`src/rtl/core/hts_pkg.sv`:
```
// Shared types and constants for the HRV time-domain statistics block.
`default_nettype none
package hts_pkg;

	localparam int unsigned MAX_INTERVALS = 65536;
	localparam int unsigned CNT_W         = 17;
	localparam int unsigned SUM_W         = 28;
	localparam int unsigned SQ_W          = 40;
	localparam int unsigned PROD_W        = 57;
	localparam int unsigned NUM_W         = 66;
	localparam int unsigned DEN_W         = 33;
	localparam int unsigned ROOT_W        = 64;
	localparam logic [11:0] THRESHOLD_RESET = 12'd50;
	localparam logic [14:0] PCT_SCALE       = 15'd25600;

	typedef struct packed {
		logic [11:0] rr_interval_ms;
		logic        last_interval;
	} in_item_t;

	typedef struct packed {
		logic [15:0] mean_rr;
		logic [15:0] sd_rr;
		logic [15:0] rmssd_value;
		logic [15:0] nn50_count;
		logic [14:0] pnn50_percent;
		logic [16:0] interval_count;
		logic        overflow_flag;
	} out_item_t;

	// Snapshot of one finished record, handed from front to back.
	typedef struct packed {
		logic [CNT_W-1:0] n;
		logic [SUM_W-1:0] sum;
		logic [SQ_W-1:0]  sumsq;
		logic [SQ_W-1:0]  diffsq;
		logic [15:0]      nn;
		logic             ovf;
	} rec_t;

	typedef enum logic [3:0] {
		B_IDLE,
		B_MUL_A,
		B_MUL_B,
		B_DIV_SD,
		B_SQRT_SD,
		B_DIV_MEAN,
		B_DIV_RMS,
		B_SQRT_RMS,
		B_DIV_PNN,
		B_FIN
	} back_state_t;

endpackage
`default_nettype wire

```
`src/rtl/core/hts_front.sv`:
```
// Front end: accepts intervals, keeps the running sums and closes records.
`default_nettype none
module hts_front (
	input  wire logic            clk,
	input  wire logic            arst_n,
	input  wire logic            accept,
	input  wire hts_pkg::in_item_t item,
	input  wire logic            cfg_we,
	input  wire logic [11:0]     cfg_wdata,
	output hts_pkg::rec_t        rec,
	output logic                 rec_push
);
	logic [11:0]                   thr_q;
	logic [hts_pkg::CNT_W-1:0]     cnt_q;
	logic [hts_pkg::SUM_W-1:0]     sum_q;
	logic [hts_pkg::SQ_W-1:0]      sumsq_q;
	logic [hts_pkg::SQ_W-1:0]      diffsq_q;
	logic [15:0]                   nn_q;
	logic [11:0]                   prev_q;
	logic                          ovf_q;
	logic                          room;
	logic [11:0]                   d;
	hts_pkg::rec_t                 nxt;

	assign room = cnt_q < hts_pkg::CNT_W'(hts_pkg::MAX_INTERVALS);
	assign d = (item.rr_interval_ms >= prev_q) ? item.rr_interval_ms - prev_q
	                                           : prev_q - item.rr_interval_ms;

	always_comb begin
		nxt.n      = cnt_q;
		nxt.sum    = sum_q;
		nxt.sumsq  = sumsq_q;
		nxt.diffsq = diffsq_q;
		nxt.nn     = nn_q;
		nxt.ovf    = ovf_q;
		if (room) begin
			if (cnt_q != '0) begin
				nxt.diffsq = diffsq_q + hts_pkg::SQ_W'(24'(d) * 24'(d));
				if (d > thr_q && nn_q != 16'hFFFF) nxt.nn = nn_q + 16'd1;
			end
			nxt.sum   = sum_q + hts_pkg::SUM_W'(item.rr_interval_ms);
			nxt.sumsq = sumsq_q + hts_pkg::SQ_W'(24'(item.rr_interval_ms) *
			                                     24'(item.rr_interval_ms));
			nxt.n     = cnt_q + 1'b1;
		end else begin
			nxt.ovf = 1'b1;
		end
	end

	assign rec      = nxt;
	assign rec_push = accept && item.last_interval;

	always_ff @(posedge clk or negedge arst_n) begin
		if (!arst_n) begin
			thr_q    <= hts_pkg::THRESHOLD_RESET;
			cnt_q    <= '0;
			sum_q    <= '0;
			sumsq_q  <= '0;
			diffsq_q <= '0;
			nn_q     <= '0;
			prev_q   <= '0;
			ovf_q    <= 1'b0;
		end else begin
			if (cfg_we) thr_q <= cfg_wdata;
			if (accept) begin
				if (item.last_interval) begin
					cnt_q    <= '0;
					sum_q    <= '0;
					sumsq_q  <= '0;
					diffsq_q <= '0;
					nn_q     <= '0;
					prev_q   <= '0;
					ovf_q    <= 1'b0;
				end else begin
					cnt_q    <= nxt.n;
					sum_q    <= nxt.sum;
					sumsq_q  <= nxt.sumsq;
					diffsq_q <= nxt.diffsq;
					nn_q     <= nxt.nn;
					ovf_q    <= nxt.ovf;
					if (room) prev_q <= item.rr_interval_ms;
				end
			end
		end
	end
endmodule
`default_nettype wire

```
`src/rtl/core/hts_fifo.sv`:
```
// Two-entry queue of finished records between front and back.
`default_nettype none
module hts_fifo (
	input  wire logic          clk,
	input  wire logic          arst_n,
	input  wire logic          wr,
	input  wire hts_pkg::rec_t wdata,
	input  wire logic          rd,
	output hts_pkg::rec_t      rdata,
	output logic               full,
	output logic               empty
);
	hts_pkg::rec_t mem_q [2];
	logic          wp_q;
	logic          rp_q;
	logic [1:0]    cnt_q;

	assign full  = cnt_q == 2'd2;
	assign empty = cnt_q == 2'd0;
	assign rdata = mem_q[rp_q];

	always_ff @(posedge clk) begin
		if (wr) mem_q[wp_q] <= wdata;
	end

	always_ff @(posedge clk or negedge arst_n) begin
		if (!arst_n) begin
			wp_q  <= 1'b0;
			rp_q  <= 1'b0;
			cnt_q <= '0;
		end else begin
			if (wr) wp_q <= ~wp_q;
			if (rd) rp_q <= ~rp_q;
			cnt_q <= cnt_q + 2'(wr) - 2'(rd);
		end
	end
endmodule
`default_nettype wire

```
`src/rtl/core/hts_div.sv`:
```
// Restoring divider, one quotient bit per cycle.
`default_nettype none
module hts_div (
	input  wire logic                      clk,
	input  wire logic                      arst_n,
	input  wire logic                      start,
	input  wire logic [hts_pkg::NUM_W-1:0] num,
	input  wire logic [hts_pkg::DEN_W-1:0] den,
	output logic                           done,
	output logic [hts_pkg::NUM_W-1:0]      quot
);
	localparam int unsigned STEP_W = $clog2(hts_pkg::NUM_W + 1);

	logic [hts_pkg::NUM_W-1:0] nq_q;
	logic [hts_pkg::DEN_W-1:0] rem_q;
	logic [hts_pkg::DEN_W-1:0] den_q;
	logic [STEP_W-1:0]         step_q;
	logic                      busy_q;
	logic [hts_pkg::DEN_W:0]   trial;
	logic                      ge;

	assign trial = {rem_q, nq_q[hts_pkg::NUM_W-1]};
	assign ge    = trial >= {1'b0, den_q};
	assign quot  = nq_q;

	always_ff @(posedge clk) begin
		if (start) begin
			nq_q  <= num;
			rem_q <= '0;
			den_q <= den;
		end else if (busy_q) begin
			rem_q <= ge ? hts_pkg::DEN_W'(trial - {1'b0, den_q}) : trial[hts_pkg::DEN_W-1:0];
			nq_q  <= {nq_q[hts_pkg::NUM_W-2:0], ge};
		end
	end

	always_ff @(posedge clk or negedge arst_n) begin
		if (!arst_n) begin
			busy_q <= 1'b0;
			step_q <= '0;
			done   <= 1'b0;
		end else begin
			done <= 1'b0;
			if (start) begin
				busy_q <= 1'b1;
				step_q <= STEP_W'(hts_pkg::NUM_W);
			end else if (busy_q) begin
				step_q <= step_q - 1'b1;
				if (step_q == STEP_W'(1)) begin
					busy_q <= 1'b0;
					done   <= 1'b1;
				end
			end
		end
	end
endmodule
`default_nettype wire

```
`src/rtl/core/hts_back.sv`:
```
// Back end: sequences multiplies, divides and roots for one record at a time.
`default_nettype none
module hts_back (
	input  wire logic          clk,
	input  wire logic          arst_n,
	input  wire hts_pkg::rec_t rec_in,
	input  wire logic          rec_valid,
	output logic               rec_pop,
	output hts_pkg::out_item_t out_data,
	output logic               out_valid,
	input  wire logic          out_pop
);
	hts_pkg::back_state_t             state_q, state_d;
	hts_pkg::rec_t                    rec_q;
	logic [hts_pkg::PROD_W-1:0]       acc_q, mcand_q, a_q, dev;
	logic [hts_pkg::SUM_W-1:0]        y_q;
	logic [hts_pkg::DEN_W-1:0]        nsq_q;
	logic [hts_pkg::ROOT_W-1:0]       v_q, res_q, bit_q, tst;
	logic [15:0]                      mean_q, sd_q, rms_q;
	logic [14:0]                      pnn_q;
	logic [hts_pkg::CNT_W-1:0]        m;
	logic [15:0]                      root_sat;
	logic                             div_start, div_done;
	logic [hts_pkg::NUM_W-1:0]        div_num, div_quot;
	logic [hts_pkg::DEN_W-1:0]        div_den;
	hts_pkg::out_item_t               out_q;
	logic                             out_valid_q;

	assign m        = rec_q.n - 1'b1;
	assign dev      = (a_q >= acc_q) ? a_q - acc_q : '0;
	assign tst      = res_q + bit_q;
	assign root_sat = (res_q[hts_pkg::ROOT_W-1:16] != '0) ? 16'hFFFF : res_q[15:0];
	assign out_data  = out_q;
	assign out_valid = out_valid_q;

	hts_div u_div (
		.clk   (clk),
		.arst_n(arst_n),
		.start (div_start),
		.num   (div_num),
		.den   (div_den),
		.done  (div_done),
		.quot  (div_quot)
	);

	always_comb begin
		state_d = state_q;
		unique case (state_q)
			hts_pkg::B_IDLE: begin
				if (rec_valid && !out_valid_q)
					state_d = (rec_in.n == '0) ? hts_pkg::B_FIN : hts_pkg::B_MUL_A;
			end
			hts_pkg::B_MUL_A:    if (y_q == '0) state_d = hts_pkg::B_MUL_B;
			hts_pkg::B_MUL_B:    if (y_q == '0) state_d = hts_pkg::B_DIV_SD;
			hts_pkg::B_DIV_SD:   if (div_done) state_d = hts_pkg::B_SQRT_SD;
			hts_pkg::B_SQRT_SD:  if (bit_q == '0) state_d = hts_pkg::B_DIV_MEAN;
			hts_pkg::B_DIV_MEAN: begin
				if (div_done)
					state_d = (rec_q.n > hts_pkg::CNT_W'(1)) ? hts_pkg::B_DIV_RMS : hts_pkg::B_FIN;
			end
			hts_pkg::B_DIV_RMS:  if (div_done) state_d = hts_pkg::B_SQRT_RMS;
			hts_pkg::B_SQRT_RMS: if (bit_q == '0) state_d = hts_pkg::B_DIV_PNN;
			hts_pkg::B_DIV_PNN:  if (div_done) state_d = hts_pkg::B_FIN;
			hts_pkg::B_FIN:      state_d = hts_pkg::B_IDLE;
			default:             state_d = hts_pkg::B_IDLE;
		endcase
	end

	// The divider is started on the edge that enters a divide state.
	always_comb begin
		rec_pop   = (state_q == hts_pkg::B_IDLE) && (state_d != hts_pkg::B_IDLE);
		div_start = 1'b0;
		div_num   = '0;
		div_den   = '0;
		unique case (state_d)
			hts_pkg::B_DIV_SD: begin
				div_num = hts_pkg::NUM_W'({dev, 8'd0});
				div_den = nsq_q;
			end
			hts_pkg::B_DIV_MEAN: begin
				div_num = hts_pkg::NUM_W'({rec_q.sum, 4'd0});
				div_den = hts_pkg::DEN_W'(rec_q.n);
			end
			hts_pkg::B_DIV_RMS: begin
				div_num = hts_pkg::NUM_W'({rec_q.diffsq, 8'd0});
				div_den = hts_pkg::DEN_W'(m);
			end
			hts_pkg::B_DIV_PNN: begin
				div_num = hts_pkg::NUM_W'(31'(rec_q.nn) * 31'(hts_pkg::PCT_SCALE));
				div_den = hts_pkg::DEN_W'(m);
			end
			default: ;
		endcase
		if (state_d != state_q &&
		    (state_d == hts_pkg::B_DIV_SD || state_d == hts_pkg::B_DIV_MEAN ||
		     state_d == hts_pkg::B_DIV_RMS || state_d == hts_pkg::B_DIV_PNN))
			div_start = 1'b1;
	end

	always_ff @(posedge clk) begin
		unique case (state_q)
			hts_pkg::B_IDLE: begin
				if (rec_pop) begin
					rec_q   <= rec_in;
					acc_q   <= '0;
					mcand_q <= hts_pkg::PROD_W'(rec_in.sumsq);
					y_q     <= hts_pkg::SUM_W'(rec_in.n);
					nsq_q   <= hts_pkg::DEN_W'(34'(rec_in.n) * 34'(rec_in.n));
					mean_q  <= '0;
					sd_q    <= '0;
					rms_q   <= '0;
					pnn_q   <= '0;
				end
			end
			hts_pkg::B_MUL_A, hts_pkg::B_MUL_B: begin
				if (y_q != '0) begin
					if (y_q[0]) acc_q <= acc_q + mcand_q;
					mcand_q <= mcand_q << 1;
					y_q     <= y_q >> 1;
				end else if (state_q == hts_pkg::B_MUL_A) begin
					a_q     <= acc_q;
					acc_q   <= '0;
					mcand_q <= hts_pkg::PROD_W'(rec_q.sum);
					y_q     <= rec_q.sum;
				end
			end
			hts_pkg::B_DIV_SD, hts_pkg::B_DIV_RMS: begin
				if (div_done) begin
					v_q   <= div_quot[hts_pkg::ROOT_W-1:0];
					res_q <= '0;
					bit_q <= hts_pkg::ROOT_W'(1) << (hts_pkg::ROOT_W - 2);
				end
			end
			hts_pkg::B_SQRT_SD, hts_pkg::B_SQRT_RMS: begin
				if (bit_q != '0) begin
					if (v_q >= tst) begin
						v_q   <= v_q - tst;
						res_q <= (res_q >> 1) + bit_q;
					end else begin
						res_q <= res_q >> 1;
					end
					bit_q <= bit_q >> 2;
				end else if (state_q == hts_pkg::B_SQRT_SD) begin
					sd_q <= root_sat;
				end else begin
					rms_q <= root_sat;
				end
			end
			hts_pkg::B_DIV_MEAN: begin
				if (div_done)
					mean_q <= (div_quot[hts_pkg::NUM_W-1:16] != '0) ? 16'hFFFF : div_quot[15:0];
			end
			hts_pkg::B_DIV_PNN: begin
				if (div_done)
					pnn_q <= (div_quot[hts_pkg::NUM_W-1:15] != '0) ? 15'h7FFF : div_quot[14:0];
			end
			hts_pkg::B_FIN: begin
				out_q.mean_rr        <= mean_q;
				out_q.sd_rr          <= sd_q;
				out_q.rmssd_value    <= rms_q;
				out_q.nn50_count     <= (rec_q.n > hts_pkg::CNT_W'(1)) ? rec_q.nn : 16'd0;
				out_q.pnn50_percent  <= pnn_q;
				out_q.interval_count <= rec_q.n;
				out_q.overflow_flag  <= rec_q.ovf;
			end
			default: ;
		endcase
	end

	always_ff @(posedge clk or negedge arst_n) begin
		if (!arst_n) begin
			state_q     <= hts_pkg::B_IDLE;
			out_valid_q <= 1'b0;
		end else begin
			state_q <= state_d;
			if (state_q == hts_pkg::B_FIN) out_valid_q <= 1'b1;
			else if (out_pop) out_valid_q <= 1'b0;
		end
	end
endmodule
`default_nettype wire

```
`src/rtl/core/hrv_time_domain_stats.sv`:
```
// Top level of the HRV time-domain statistics block (mean, SDNN, RMSSD, NN50, pNN50).
//
//   channel   direction  handshake        payload
//   input     in         push / full      in_data  (hts_pkg::in_item_t)
//   result    out        pop / empty      out_data (hts_pkg::out_item_t)
//   config    in         cfg_we           cfg_wdata (NN50 threshold, ms)
//
// The front takes one interval per cycle while the queue is not full; a request marked
// last closes the record. The back then works on each record with up to four divides,
// two square roots and two shift-add multiplies. Two closed records can wait in the
// queue; full rises while it holds both. The back starts no new record while a finished
// result waits to be popped. Reset is asynchronous and needs no clearing pass; the
// threshold resets to 50 ms.
`default_nettype none
module hrv_time_domain_stats (
	input  wire logic               clk,
	input  wire logic               arst_n,
	input  wire logic               push,
	output logic                    full,
	input  wire hts_pkg::in_item_t  in_data,
	output logic                    empty,
	input  wire logic               pop,
	output hts_pkg::out_item_t      out_data,
	input  wire logic               cfg_we,
	input  wire logic [11:0]        cfg_wdata
);
	hts_pkg::rec_t rec_wr, rec_rd;
	logic          rec_push, rec_pop, q_empty, out_valid;

	hts_front u_front (
		.clk      (clk),
		.arst_n   (arst_n),
		.accept   (push && !full),
		.item     (in_data),
		.cfg_we   (cfg_we),
		.cfg_wdata(cfg_wdata),
		.rec      (rec_wr),
		.rec_push (rec_push)
	);

	hts_fifo u_fifo (
		.clk   (clk),
		.arst_n(arst_n),
		.wr    (rec_push),
		.wdata (rec_wr),
		.rd    (rec_pop),
		.rdata (rec_rd),
		.full  (full),
		.empty (q_empty)
	);

	hts_back u_back (
		.clk      (clk),
		.arst_n   (arst_n),
		.rec_in   (rec_rd),
		.rec_valid(!q_empty),
		.rec_pop  (rec_pop),
		.out_data (out_data),
		.out_valid(out_valid),
		.out_pop  (pop)
	);

	assign empty = !out_valid;
endmodule
`default_nettype wire

```
`config.mk`:
```
export PLATFORM = sky130hd
export DESIGN_NAME = hrv_time_domain_stats
export DESIGN_NICKNAME = d
export VERILOG_FILES = /design/src/rtl/core/hts_pkg.sv /design/src/rtl/core/hts_front.sv /design/src/rtl/core/hts_fifo.sv /design/src/rtl/core/hts_div.sv /design/src/rtl/core/hts_back.sv /design/src/rtl/core/hrv_time_domain_stats.sv
export SDC_FILE = /design/constraint.sdc
export NUM_CORES = 2
export LEC_CHECK = 0
export BUFFER_PORTS_ARGS = -buffer_cell sky130_fd_sc_hd__buf_4
export CELL_PAD_IN_SITES_DETAIL_PLACEMENT = 0
export CELL_PAD_IN_SITES_GLOBAL_PLACEMENT = 1
export CORE_ASPECT_RATIO = 1.2
export CORE_UTILIZATION = 35
export DETAILED_ROUTE_END_ITERATION = 12
export PLACE_DENSITY_LB_ADDON = 0.05
export REMOVE_ABC_BUFFERS = 1
export SLEW_MARGIN = 20
export SYNTH_ARGS = -nofsm -noshare
export SYNTH_HDL_FRONTEND = slang
export SYNTH_SLANG_ARGS = --single-unit
```
`constraint.sdc`:
```
create_clock -name clk -period 20.7 [get_ports clk]
set_input_delay 2.07 -clock clk [delete_from_list [all_inputs] [get_ports clk]]
set_output_delay 2.07 -clock clk [all_outputs]
set_load 0.005 [all_outputs]
```
==> results.txt <==
- The worst setup path is captured at a flip-flop.
- The floorplan has 199 rows.
- The area growth from synthesis to layout is 11.1%.
* Outcome: finished clean
- For the worst flop-to-flop path, the logic depth is 33.
- For the final database, setup skew stands at between 0.06 and 0.07 ns.
* Number of primary I/O pins: 129
- First drt pass iteration count: 8
- Clk buf depth: 4
- Counting the buffers created by CTS gives about 160.
- Vias in the first global route: 62700
- The die covers approximately 250000 um2.
- CTS Root Cell: sky130_fd_sc_hd__clkbuf_16
* Average wire per standard cell: 21.9 um
* Maximum number of pins on one net before global-route repair: 139
- Post-CTS repair changed the size of 0 cells.
* Number of buffers inserted by hold repair at cts: 0
- Hold violation total from the final report: 0
* Number of synthesis warnings: 0
* Overall Global Routing Usage: 20.5%
* Final worst path period share: between 50% and 60%
- Summing every instance area after synthesis gives 86400 um2.
* Global-route wire length before repair: a little under 400000 um
* Critical path's slowest cell: sky130_fd_sc_hd__xor2_1
- Clock-pin slew reported for the worst setup and hold paths after clock tree synthesis: 0.06 ns
- In this run the vertical extent of the chip is 546 um.
- Seq/Total Area, Yosys: a little over two fifths
- Detailed routing inserted a total of 61300 vias.
- Worst reg2reg startpoint: u_front.prev_q[0]$_DFFE_PN0P_
- Initial DRC count: 3560
* Initial antenna violation count: 7
* Total wire length: 258000 um
* Half-perimeter wire length of the detailed placement result: 197000 um
- Synthesis handed over a netlist of 8388 instances.
* Final Setup Violations: 0
- Dividing the detail-routed via count by the number of cells gives between 5 and 6.
* Filler cells: 24100
- The max-slew violation count was 0.
- Port Buffer Count: 128
- The worst hold path begins at u_back.pnn_q[4]$_SDFFCE_PN0P_.
- Measured against its own limit, the worst slew margin works out to 19.2%.
- Clock sinks: 1252
* Largest stage delay, worst path: between 0.7 and 0.8 ns
- In this design, the critical path's most frequently occurring cell is sky130_fd_sc_hd__fa_1.
* Grt ovf: 0
* Smallest hold slack: 0.380 ns
- For the pin with the worst max-slew slack, the measured transition is about 1.2 ns.
- In this run, distinct cell masters in the synthesized netlist total 101.
- The tightest min-delay check is of the reg2reg type.
- TritonCTS built the clock tree.
* Antenna-violating nets left: 0
- After detailed routing, the number of remaining DRC violations is 0.
- Main flop type after synthesis: sky130_fd_sc_hd__edfxtp_1
- Mean post-synth cell area: 10.3 um2
- Minimum period implied by the final worst setup slack: 11.20 ns
- CP Data Required Time: 21.27 ns
* Final GP Congestion: 0.849
- Number of register bits inferred by synthesis: 1252
* Setup repair after global routing missed its margin: false
- Of all flip-flops after synthesis, the portion carrying an async set or reset was 14.7%.
* Depth of the CTS H-tree: 4
- Top fanout value on the critical path: 12
* Cells on Worst Hold Path: 0
- The core region is 245000 um2.
- CP startpoint kind: input pin
- Once the clock tree was built, the setup fixing pass inserted 0 buffers.
- Initial core utilization: between 30% and 40%
- Horizontal die dimension: 456 um
- In this run the critical register-to-register path is captured at u_fifo.mem_q[1][47]$_DFFE_PP_.
- In the final layout, the share of cells above drive strength 1 is roughly 8.2%.
* Clock Latency Late Sink: 0.84 ns
- Counting flops with a built-in enable in the synthesized netlist gives 1035.
* Aggregate negative setup slack: 0 ns
* Final-stage net count: 9499
* Highest achievable clock rate: 89.3 MHz
- Data on the critical path arrives at its endpoint at 11.77 ns.
* Critical path class: in2reg
- Register-to-register setup slack: around 11 ns
- For hold timing, the worst endpoint is u_back.out_data[22]$_DFFE_PP_.
* Count of maximum capacitance violations: 0
synth_stat cells (all sizes together), types with 119 or more instances:
library cell / n / share of area [%]
fa: 410 / 9.5
nor2: 690 / 3.0
a21o: 198 / 1.7
dfrtp: 181 / 5.2
nand3: 160 / 0.93
xnor2: 270 / 2.7
clkbuf: 288 / 1.3
a31oi: 130 / 0.94
nand2: 784 / 3.4
inv: 866 / 3.8
and3: 119 / 0.86
a21oi: 369 / 2.1
o21ai: 486 / 2.8
ha: 615 / 8.9
xor2: 224 / 2.3
edfxtp: 1035 / 36
routing by layer:
metal	global-route usage (%)	part of all wire, %
met5	0	0
met4	5.98	2.7
met3	1.83	2.8
met2	36.4	50
met1	26.5	45
kinds of logic (layout without fill, tap and decap cells):
logic type	after synthesis	after routing	synth area share, %
buffers and inverters	1216	1390	5.36
AOI/OAI and AO/OA	1844	1844	13.9
and+or+nand+nor	2336	2336	12.5
muxes	221	221	2.71
xor gates and xnor gates	494	494	5.01
DFF	1252	1252	42.1
adders and majority gates	1025	1025	18.4
other	0	5	0
critical path, delay by kind of cell:
kind | cells | cell delay (ns)
adders and majority gates | 8 | 3.33
buffers and inverters | 9 | 1.08
AOI/OAI and AO/OA | 11 | 3.35
xor gates and xnor gates | 2 | 0.90
muxes | 1 | 0.19
and+or+nand+nor | 4 | 0.84
stage by stage:
stage          std cells  utilization (%)  cell area, um2  worst slack [ns]
4_1_cts            11800             39.1           95900              9.47
3_3_place_gp       11500             37.1           91100              8.69
2_1_floorplan       8050                -           85100              8.88
6_report           11800             39.1           96000              9.50
3_5_place_dp       11500             37.2           91100              8.60
5_1_grt            11800             39.1           95900              8.84
layout by cell type, fill, tap and decap left out, types with 31 or more instances in the layout:
cell,netlist,routed
sky130_fd_sc_hd__nor3_1,104,102
sky130_fd_sc_hd__nand4_1,73,73
sky130_fd_sc_hd__nor2b_1,88,86
sky130_fd_sc_hd__dfxtp_1,33,33
sky130_fd_sc_hd__and2_1,70,69
sky130_fd_sc_hd__o31ai_1,40,40
sky130_fd_sc_hd__o22ai_1,35,35
sky130_fd_sc_hd__a211oi_1,90,86
sky130_fd_sc_hd__o211ai_1,33,33
sky130_fd_sc_hd__a22o_1,44,44
sky130_fd_sc_hd__edfxtp_1,1035,1035
sky130_fd_sc_hd__nor2_1,687,678
sky130_fd_sc_hd__clkbuf_16,0,157
sky130_fd_sc_hd__ha_1,615,615
sky130_fd_sc_hd__o21ai_0,465,464
sky130_fd_sc_hd__and3_1,119,118
sky130_fd_sc_hd__o21bai_1,67,67
sky130_fd_sc_hd__dfrtp_1,181,178
sky130_fd_sc_hd__xnor2_1,270,270
sky130_fd_sc_hd__a21o_1,198,198
sky130_fd_sc_hd__fa_1,410,410
sky130_fd_sc_hd__xor2_1,224,224
sky130_fd_sc_hd__nand2b_1,58,57
sky130_fd_sc_hd__nand3_1,159,159
sky130_fd_sc_hd__buf_4,5,230
sky130_fd_sc_hd__a31oi_1,130,130
sky130_fd_sc_hd__nand2_1,784,781
sky130_fd_sc_hd__clkbuf_1,286,33
sky130_fd_sc_hd__inv_1,858,857
sky130_fd_sc_hd__nor4_1,65,64
sky130_fd_sc_hd__mux2i_1,116,115
sky130_fd_sc_hd__mux2_2,105,105
sky130_fd_sc_hd__clkinv_2,0,31
sky130_fd_sc_hd__o21a_1,79,77
sky130_fd_sc_hd__or3_1,34,34
sky130_fd_sc_hd__a21oi_1,369,367
how the worst max path moves through the flow:
| stage | startpoint | endpoint | slack [ns] | cells past startpoint |
|---|---|---|---|---|
| 2_1_floorplan | u_back.state_q[2]$_DFF_PN0_ | u_back.acc_q[0]$_SDFFCE_PN0P_ | 8.88 | 9 |
| 3_3_place_gp | in_data[1] | u_fifo.mem_q[0][47]$_DFFE_PP_ | 8.69 | 35 |
| 3_5_place_dp | in_data[1] | u_fifo.mem_q[0][47]$_DFFE_PP_ | 8.60 | 35 |
| 4_1_cts | in_data[1] | u_fifo.mem_q[0][47]$_DFFE_PP_ | 9.47 | 35 |
| 5_1_grt | in_data[1] | u_front.diffsq_q[36]$_DFFE_PN0P_ | 8.84 | 36 |
| 6_report | in_data[1] | u_fifo.mem_q[1][47]$_DFFE_PP_ | 9.50 | 35 |
flip-flops by register name, summed over array words and instances, names as in the netlist, 16 cells and up:
| signal | flops |
|---|---|
| u_back.acc_q | 57 |
| u_back.out_data | 97 |
| u_back.u_div.rem_q | 33 |
| u_back.u_div.quot | 66 |
| u_front.diffsq_q | 40 |
| u_back.rms_q | 16 |
| u_back.mean_q | 16 |
| u_back.nsq_q | 32 |
| u_front.sum_q | 28 |
| u_back.rec_q | 101 |
| u_front.sumsq_q | 40 |
| u_front.cnt_q | 17 |
| u_fifo.mem_q | 284 |
| u_back.bit_q | 32 |
| u_back.v_q | 64 |
| u_front.nn_q | 16 |
| u_back.mcand_q | 57 |
| u_back.res_q | 64 |
| u_back.a_q | 57 |
| u_back.y_q | 28 |
| u_back.sd_q | 16 |
| u_back.u_div.den_q | 33 |
layout make-up:
cell class	count	area, um2	share of cell area (%)
sequential	1252	36400	37.9
antenna	5	12.5	0.0130
timing repair buffer	236	1810	1.89
clock buffer	199	4180	4.35
multi-input combinational	5920	45600	47.5
inverter	878	3300	3.44
clock inverter	77	651	0.678
tap	3216	4020	4.19
Power is left out: the tool's default activity adds up to more than one toggle a clock period on the data nets, which glitch-free logic cannot reach.
